<file path="src/rtl/srq_pkg.sv">
// ----------------------------------------------------------------------------
// srq_pkg: shared types and constants of the sorted ready queue
// Record, request and response layouts, codes and default sizes.
// ----------------------------------------------------------------------------
`default_nettype none

package srq_pkg;

   // default sizes
   localparam int DefQueueDepth = 16;
   localparam int DefKeyBits    = 16;
   localparam int DefPidBits    = 16;

   localparam int CountOutBits  = 5;

   // request action codes
   localparam logic ACT_INSERT = 1'b0;
   localparam logic ACT_REMOVE = 1'b1;

   // response status codes
   localparam logic [1:0] ST_OK    = 2'd0;
   localparam logic [1:0] ST_FULL  = 2'd1;
   localparam logic [1:0] ST_EMPTY = 2'd2;

   typedef struct packed {
      logic [15:0] proc_id;
      logic [15:0] arrival_time;
      logic [15:0] run_length;
      logic [7:0]  resource_tag;
   } rec_type;

   typedef struct packed {
      logic        action;
      logic [15:0] proc_id;
      logic [15:0] arrival_time;
      logic [15:0] run_length;
      logic [7:0]  resource_tag;
   } req_type;

   typedef struct packed {
      logic [1:0]              status;
      logic                    head_valid;
      logic [15:0]             out_proc_id;
      logic [15:0]             out_arrival;
      logic [15:0]             out_run_length;
      logic [7:0]              out_resource;
      logic [CountOutBits-1:0] entry_count;
   } rsp_type;

   // per-cycle control broadcast to every cell
   typedef struct packed {
      logic load_new;
      logic pop;
      logic by_duration;
   } cell_ctl_type;

endpackage

`default_nettype wire

</file>
<file path="src/rtl/srq_cell.sv">
// ----------------------------------------------------------------------------
// srq_cell: one slot of the sorted ready queue
// Holds one record, compares it with the incoming record and shifts with its
// neighbors on insert and remove.
// ----------------------------------------------------------------------------
`default_nettype none

module srq_cell #(
   parameter int KEY_BITS = srq_pkg::DefKeyBits,
   parameter int PID_BITS = srq_pkg::DefPidBits
) (
   input  wire                    clock,
   input  srq_pkg::cell_ctl_type  ctl,
   input  wire                    occupied,
   input  srq_pkg::rec_type       new_rec,
   input  srq_pkg::rec_type       left_rec,
   input  srq_pkg::rec_type       right_rec,
   input  wire                    shift_in,
   output logic                   shift_out,
   output srq_pkg::rec_type       rec_out
);
   import srq_pkg::*;

   rec_type             rec_ff;
   rec_type             rec_in;
   logic [KEY_BITS-1:0] key_new;
   logic [KEY_BITS-1:0] key_old;
   logic [PID_BITS-1:0] pid_new;
   logic [PID_BITS-1:0] pid_old;
   logic                goes_before;
   logic                hit;

   always_comb begin
      if (ctl.by_duration) begin
         key_new = KEY_BITS'(32'(new_rec.run_length));
         key_old = KEY_BITS'(32'(rec_ff.run_length));
      end else begin
         key_new = KEY_BITS'(32'(new_rec.arrival_time));
         key_old = KEY_BITS'(32'(rec_ff.arrival_time));
      end
      pid_new = PID_BITS'(32'(new_rec.proc_id));
      pid_old = PID_BITS'(32'(rec_ff.proc_id));
      goes_before = (key_new < key_old) || ((key_new == key_old) && (pid_new < pid_old));
      // an empty slot always accepts: append at the tail
      hit = !occupied || goes_before;
   end

   assign shift_out = shift_in || hit;

   always_comb begin
      rec_in = rec_ff;
      if (ctl.load_new) begin
         if (shift_in) begin
            rec_in = left_rec;
         end else if (hit) begin
            rec_in = new_rec;
         end
      end else if (ctl.pop) begin
         rec_in = right_rec;
      end
   end

   always_ff @(posedge clock) begin
      rec_ff <= rec_in;
   end

   assign rec_out = rec_ff;

endmodule

`default_nettype wire

</file>
<file path="src/rtl/sorted_ready_queue.sv">
// ----------------------------------------------------------------------------
// sorted_ready_queue: bounded ready queue of process records
// Keeps records ordered by arrival time or duration, pid breaking ties, in a
// row of slots that shift on insert and remove.
//
//   channel  direction  handshake                 payload
//   req      in         start & !busy             req_data (req_type)
//   rsp      out        rsp_valid, one cycle      rsp_data (rsp_type)
//   csr      in         csr_valid & csr_ready     csr_data (order_by_duration)
//
// One transaction per cycle: every slot compares with the new record in
// parallel and the whole row shifts together, so busy stays low.
// The response comes on the cycle after the request, held for one cycle.
// Synchronous reset empties the queue and selects ordering by arrival time;
// no clearing pass is needed. The receiver cannot stall the response.
// ----------------------------------------------------------------------------
`default_nettype none

module sorted_ready_queue #(
   parameter int QUEUE_DEPTH = srq_pkg::DefQueueDepth,
   parameter int KEY_BITS    = srq_pkg::DefKeyBits,
   parameter int PID_BITS    = srq_pkg::DefPidBits
) (
   input  wire               clock,
   input  wire               reset,
   input  wire               start,
   output logic              busy,
   input  srq_pkg::req_type  req_data,
   input  wire               csr_valid,
   output logic              csr_ready,
   input  wire               csr_data,
   output logic              rsp_valid,
   output srq_pkg::rsp_type  rsp_data
);
   import srq_pkg::*;

   localparam int CntBits = $clog2(QUEUE_DEPTH + 1);

   logic [CntBits-1:0]   count_ff;
   logic [CntBits-1:0]   count_in;
   logic                 by_dur_ff;
   logic                 by_dur_in;
   logic                 rsp_valid_ff;
   rsp_type              rsp_ff;
   rsp_type              rsp_in;

   logic                 accept;
   logic                 is_full;
   logic                 is_empty;
   cell_ctl_type         ctl;
   rec_type              new_rec;
   rec_type              cell_rec [QUEUE_DEPTH];
   logic [QUEUE_DEPTH:0] shift_chain;

   assign busy      = 1'b0;
   assign csr_ready = 1'b1;
   assign accept    = start && !busy;

   assign is_full  = (count_ff == CntBits'(QUEUE_DEPTH));
   assign is_empty = (count_ff == '0);

   assign new_rec.proc_id      = req_data.proc_id;
   assign new_rec.arrival_time = req_data.arrival_time;
   assign new_rec.run_length   = req_data.run_length;
   assign new_rec.resource_tag = req_data.resource_tag;

   always_comb begin
      ctl.load_new    = accept && (req_data.action == ACT_INSERT) && !is_full;
      ctl.pop         = accept && (req_data.action == ACT_REMOVE) && !is_empty;
      ctl.by_duration = by_dur_ff;
   end

   assign shift_chain[0] = 1'b0;

   for (genvar g = 0; g < QUEUE_DEPTH; g++) begin : g_cell
      rec_type left_rec;
      rec_type right_rec;

      if (g == 0) begin : g_first
         assign left_rec = new_rec;
      end else begin : g_mid
         assign left_rec = cell_rec[g-1];
      end

      if (g == QUEUE_DEPTH - 1) begin : g_last
         assign right_rec = cell_rec[g];
      end else begin : g_inner
         assign right_rec = cell_rec[g+1];
      end

      srq_cell #(
         .KEY_BITS (KEY_BITS),
         .PID_BITS (PID_BITS)
      ) u_cell (
         .clock     (clock),
         .ctl       (ctl),
         .occupied  (CntBits'(g) < count_ff),
         .new_rec   (new_rec),
         .left_rec  (left_rec),
         .right_rec (right_rec),
         .shift_in  (shift_chain[g]),
         .shift_out (shift_chain[g+1]),
         .rec_out   (cell_rec[g])
      );
   end

   always_comb begin
      count_in = count_ff;
      if (ctl.load_new) begin
         count_in = count_ff + CntBits'(1);
      end else if (ctl.pop) begin
         count_in = count_ff - CntBits'(1);
      end

      by_dur_in = by_dur_ff;
      if (csr_valid && csr_ready) begin
         by_dur_in = csr_data;
      end

      rsp_in = '0;
      if (req_data.action == ACT_INSERT) begin
         rsp_in.status = is_full ? ST_FULL : ST_OK;
      end else if (is_empty) begin
         rsp_in.status = ST_EMPTY;
      end else begin
         rsp_in.status         = ST_OK;
         rsp_in.head_valid     = 1'b1;
         rsp_in.out_proc_id    = cell_rec[0].proc_id;
         rsp_in.out_arrival    = cell_rec[0].arrival_time;
         rsp_in.out_run_length = cell_rec[0].run_length;
         rsp_in.out_resource   = cell_rec[0].resource_tag;
      end
      rsp_in.entry_count = CountOutBits'(count_in);
   end

   always_ff @(posedge clock) begin
      if (reset) begin
         count_ff     <= '0;
         by_dur_ff    <= 1'b0;
         rsp_valid_ff <= 1'b0;
      end else begin
         count_ff     <= count_in;
         by_dur_ff    <= by_dur_in;
         rsp_valid_ff <= accept;
      end
   end

   // hold the response payload between transactions
   always_ff @(posedge clock) begin
      if (accept) begin
         rsp_ff <= rsp_in;
      end
   end

   assign rsp_valid = rsp_valid_ff;
   assign rsp_data  = rsp_ff;

endmodule

`default_nettype wire
</file>
<file path="config.mk">
export PLATFORM = sky130hd
export DESIGN_NAME = sorted_ready_queue
export DESIGN_NICKNAME = d
export VERILOG_FILES = /design/src/rtl/srq_pkg.sv /design/src/rtl/srq_cell.sv /design/src/rtl/sorted_ready_queue.sv
export SDC_FILE = /design/constraint.sdc
export NUM_CORES = 2
export LEC_CHECK = 0
export ABC_AREA = 1
export BUFFER_PORTS_ARGS = -buffer_cell sky130_fd_sc_hd__buf_2
export CAP_MARGIN = 10
export CELL_PAD_IN_SITES_DETAIL_PLACEMENT = 0
export CELL_PAD_IN_SITES_GLOBAL_PLACEMENT = 1
export CORE_UTILIZATION = 54
export CTS_CLUSTER_SIZE = 14
export DETAILED_ROUTE_END_ITERATION = 16
export HOLD_SLACK_MARGIN = 0.08
export PLACE_DENSITY = 0.91
export SLEW_MARGIN = 20
export SYNTH_ARGS = -nofsm -noshare
export SYNTH_HDL_FRONTEND = slang
export SYNTH_SLANG_ARGS = --single-unit
</file>
<file path="constraint.sdc">
create_clock -name clock -period 17.95 [get_ports clock]
set_input_delay 2.6925 -clock clock [delete_from_list [all_inputs] [get_ports clock]]
set_output_delay 2.6925 -clock clock [all_outputs]
set_load 0.01 [all_outputs]
</file>
==> flow_summary.toml <==
[global_route]
grt_pass1_wl_mm = 314
grtUsageTotal = 0.369
grt.overflow.total = 0
antenna_found_initial = 33
grt_max_degree = 190
grt_pass1_vias = 48800

[floorplan]
rows = 122
die_h_um = 337
io_pins = 129
fp.dieW_um = 337
coreArea_mm2 = 0.111
initial_core_util = 0.546
dieArea_mm2 = 0.114

[clocking]
clk_latency_ps = 730
clockRootBuffer = "clkbuf_16"
cts_resized = 0
cts_tree = "done"
postCtsSetupRepairBufs = 0
cts_max_level = 3
cts_hold_buf = 0
path_clk_slew_ps = 70
cts_buffers = 104
clockBufferDepth = 3
cts.sinks = 967

[pwr]
total_power_uw = 6750
max-vdd-ir-drop_v = 0.0000865
p_leak_uw = 0.0262
powerDensity_mw_per_mm2 = 103

[synth]
seq_area_frac_synth = 0.478
async_reset_ff_frac = 0
synthCells = 6520
synth_area_leaders = "edfxtp_1, ha_1, nand2_1"
synth_cell_type_count = 49
yosysWarnings = 0
synth_most_common_cell = "nand2_1"
avgSynthCellArea_um2 = 9.29
synth_top_area_cell = "edfxtp_1"
netlist_area_mm2 = 0.0606
synth_common_cells = "nand2_1, edfxtp_1, nand3_1"
ys.flop_type = "edfxtp_1"
synth_edf_count = 960
synth.top_cell.area_share = 0.476
synth_fp_nets = 7081
synth-seq-cells = 967

[sta]
setup_viol = 0
maxSlewViolCount = 0
relSlewSlack = 0.220
rsz0062_at_grt = "no"
layout_setup_ws_ps = 6370
fin_hold_ws_ps = 549
worst_pin_slew_ps = 1160
fin_crit_ps = 11580
hold_viol = 0
finalCritPeriodShare = 0.645
final.setup_skew_ps = 23.5
setup_tns_ps = 0
clock.fmax_ghz = 0.0864

[worst_setup_path]
critPathArrivalTime_ps = 12160
crit_start = "req_data[35]"
crit_path_cell_trace = "buf_2 > inv_1 > o21ai_1 > buf_4 > ha_1 > nand4_1 > nor3_1 > nand2_1 > nand2_1 > nand2_1 > nor2_4 > nand2_1 > nor2_4 > nand4_4 > nor2_2 > nand4_4 > nor2_4 > nand2_4 > nor2_4 > buf_4 > buf_4 > nand4_1 > nand2_1"
cp.required_ps = 18530
cp-start-kind = "input pin"
crit_top_cell = "nand2_1"
crit_slowest_cell = "nor2_4"
slowest_delay_ps = 840
worst-setup-path-type = "in -> reg"
r2r_start = "by_dur_ff"
worstPathMaxFanout = 57
cp-end-kind = "register"

[finish]
drive_above_1_share = 0.0661
syn2layout_area_growth_pct = 8.44
utilization = 0.592
finalNetCount = 6921

[run]
max-cap-violations = 0

[routing]
finalWirelength_mm = 214
wl_per_cell_um = 26.8
drtIter0Drc = 7897
drtAntennaViolNets = 0
first_pass_iters = 6
vias_per_cell = 6.63
num_vias = 52800
drc = 0

[min_path]
hp-start = "g_cell[15].u_cell.rec_out[1]"
hold_path.class = "reg -> reg"

[place]
gp_congestion = 0.988
place_ws_ps = 5990
place.port_buffers = 126
dpl.hpwl_mm = 145

[outcome]
outcome = "finished, final reports clean"
-- layout make-up --
type / count / area (um^2)
clock buffers: 121 / 2700
clock inverters: 72 / 831
inverters: 623 / 2350
fillers: 9489 / 45300
repair buffers: 216 / 1370
multi-input cells: 4448 / 27500
diodes: 20 / 50.0
flip-flops and latches: 967 / 29000
well taps: 1488 / 1860
-- worst max-delay path: cells and delay by family --
family	cells	cell delay, ps
buffers and inverters	5	1800
AOI/OAI and AO/OA	1	70
adders and majority gates	1	340
and+or+nand+nor	16	7120
-- cells by family (layout without fill, tap and decap cells) --
group                      Yosys count  in the layout  synth area share
xor gates and xnor gates             3              3          0.000434
buffers and inverters             1105           1032            0.0702
and+or+nand+nor                   2300           2300             0.165
adders and majority gates          499            499             0.103
muxes                              175            175            0.0290
AOI/OAI and AO/OA                 1469           1469             0.154
other                                2             22          0.000124
DFF                                967            967             0.478
-- registers in the layout, summed over array words and instances (netlist names) --
name,count
rsp_valid,1
g_cell.u_cell.rec_out,640
rsp_data,64
by_dur_ff,1
count_ff,5
g_cell.u_cell.pid_old,256
-- power by group --
part	internal [uW]	total, uW	switching, uW
registers	2860	3040	182
clock network	1310	2290	983
logic	441	1420	977
total	4610	6750	2140
-- path summary, 6_finish.rpt --
check | cells past startpoint | end | slack, ps
max | 23 | g_cell[15].u_cell.rec_out[3] | 6370
min | 2 | g_cell[14].u_cell.rec_out[1] | 550
max reg2reg | 27 | g_cell[15].u_cell.rec_out[3] | 6800
min reg2reg | 2 | g_cell[14].u_cell.rec_out[1] | 550
-- metal layers --
metal,global-route usage,vias up,wire [um]
met1,0.511,25200,83200
met4,0.161,16,10000
met3,0.0993,530,28500
li1,-,23400,-
met5,0,-,92
met2,0.542,3614,91700
-- layout by cell type (no fill, tap or decap), types with 4 or more instances in the layout --
| master | netlist | layout |
|---|---|---|
| nor2_1 | 259 | 256 |
| nand4_1 | 95 | 95 |
| clkinv_1 | 5 | 22 |
| bufinv_16 | 0 | 16 |
| nor4_1 | 7 | 7 |
| ha_1 | 499 | 499 |
| nand2_4 | 0 | 5 |
| o211ai_1 | 418 | 418 |
| a21oi_4 | 0 | 5 |
| nand3_1 | 773 | 771 |
| a31oi_1 | 5 | 5 |
| diode_2 | 0 | 20 |
| o221ai_1 | 201 | 201 |
| clkbuf_1 | 394 | 15 |
| buf_2 | 24 | 125 |
| inv_1 | 615 | 604 |
| a21oi_1 | 315 | 310 |
| edfxtp_1 | 960 | 960 |
| a211oi_1 | 12 | 11 |
| nor3_1 | 34 | 33 |
| buf_4 | 11 | 87 |
| clkinv_2 | 0 | 22 |
| clkinv_8 | 0 | 4 |
| dfxtp_1 | 7 | 6 |
| nor2_4 | 3 | 7 |
| o21bai_1 | 5 | 5 |
| inv_2 | 3 | 12 |
| o21ai_0 | 472 | 456 |
| o21a_1 | 16 | 15 |
| o31ai_1 | 6 | 6 |
| nand2_1 | 1110 | 1104 |
| o21ai_1 | 2 | 18 |
| clkinvlp_4 | 0 | 6 |
| mux2i_1 | 173 | 173 |
| nand3b_1 | 4 | 4 |
| clkbuf_16 | 0 | 105 |
-- stage by stage --
stage                     instances  instance area [um^2]
after global placement         7740                 62000
after detailed placement       7742                 62100
after global routing           7945                 65700
final                          7955                 65700
after floorplan                6520                 60600
after CTS                      7935                 65600
Power figures use the tool's default switching activity.
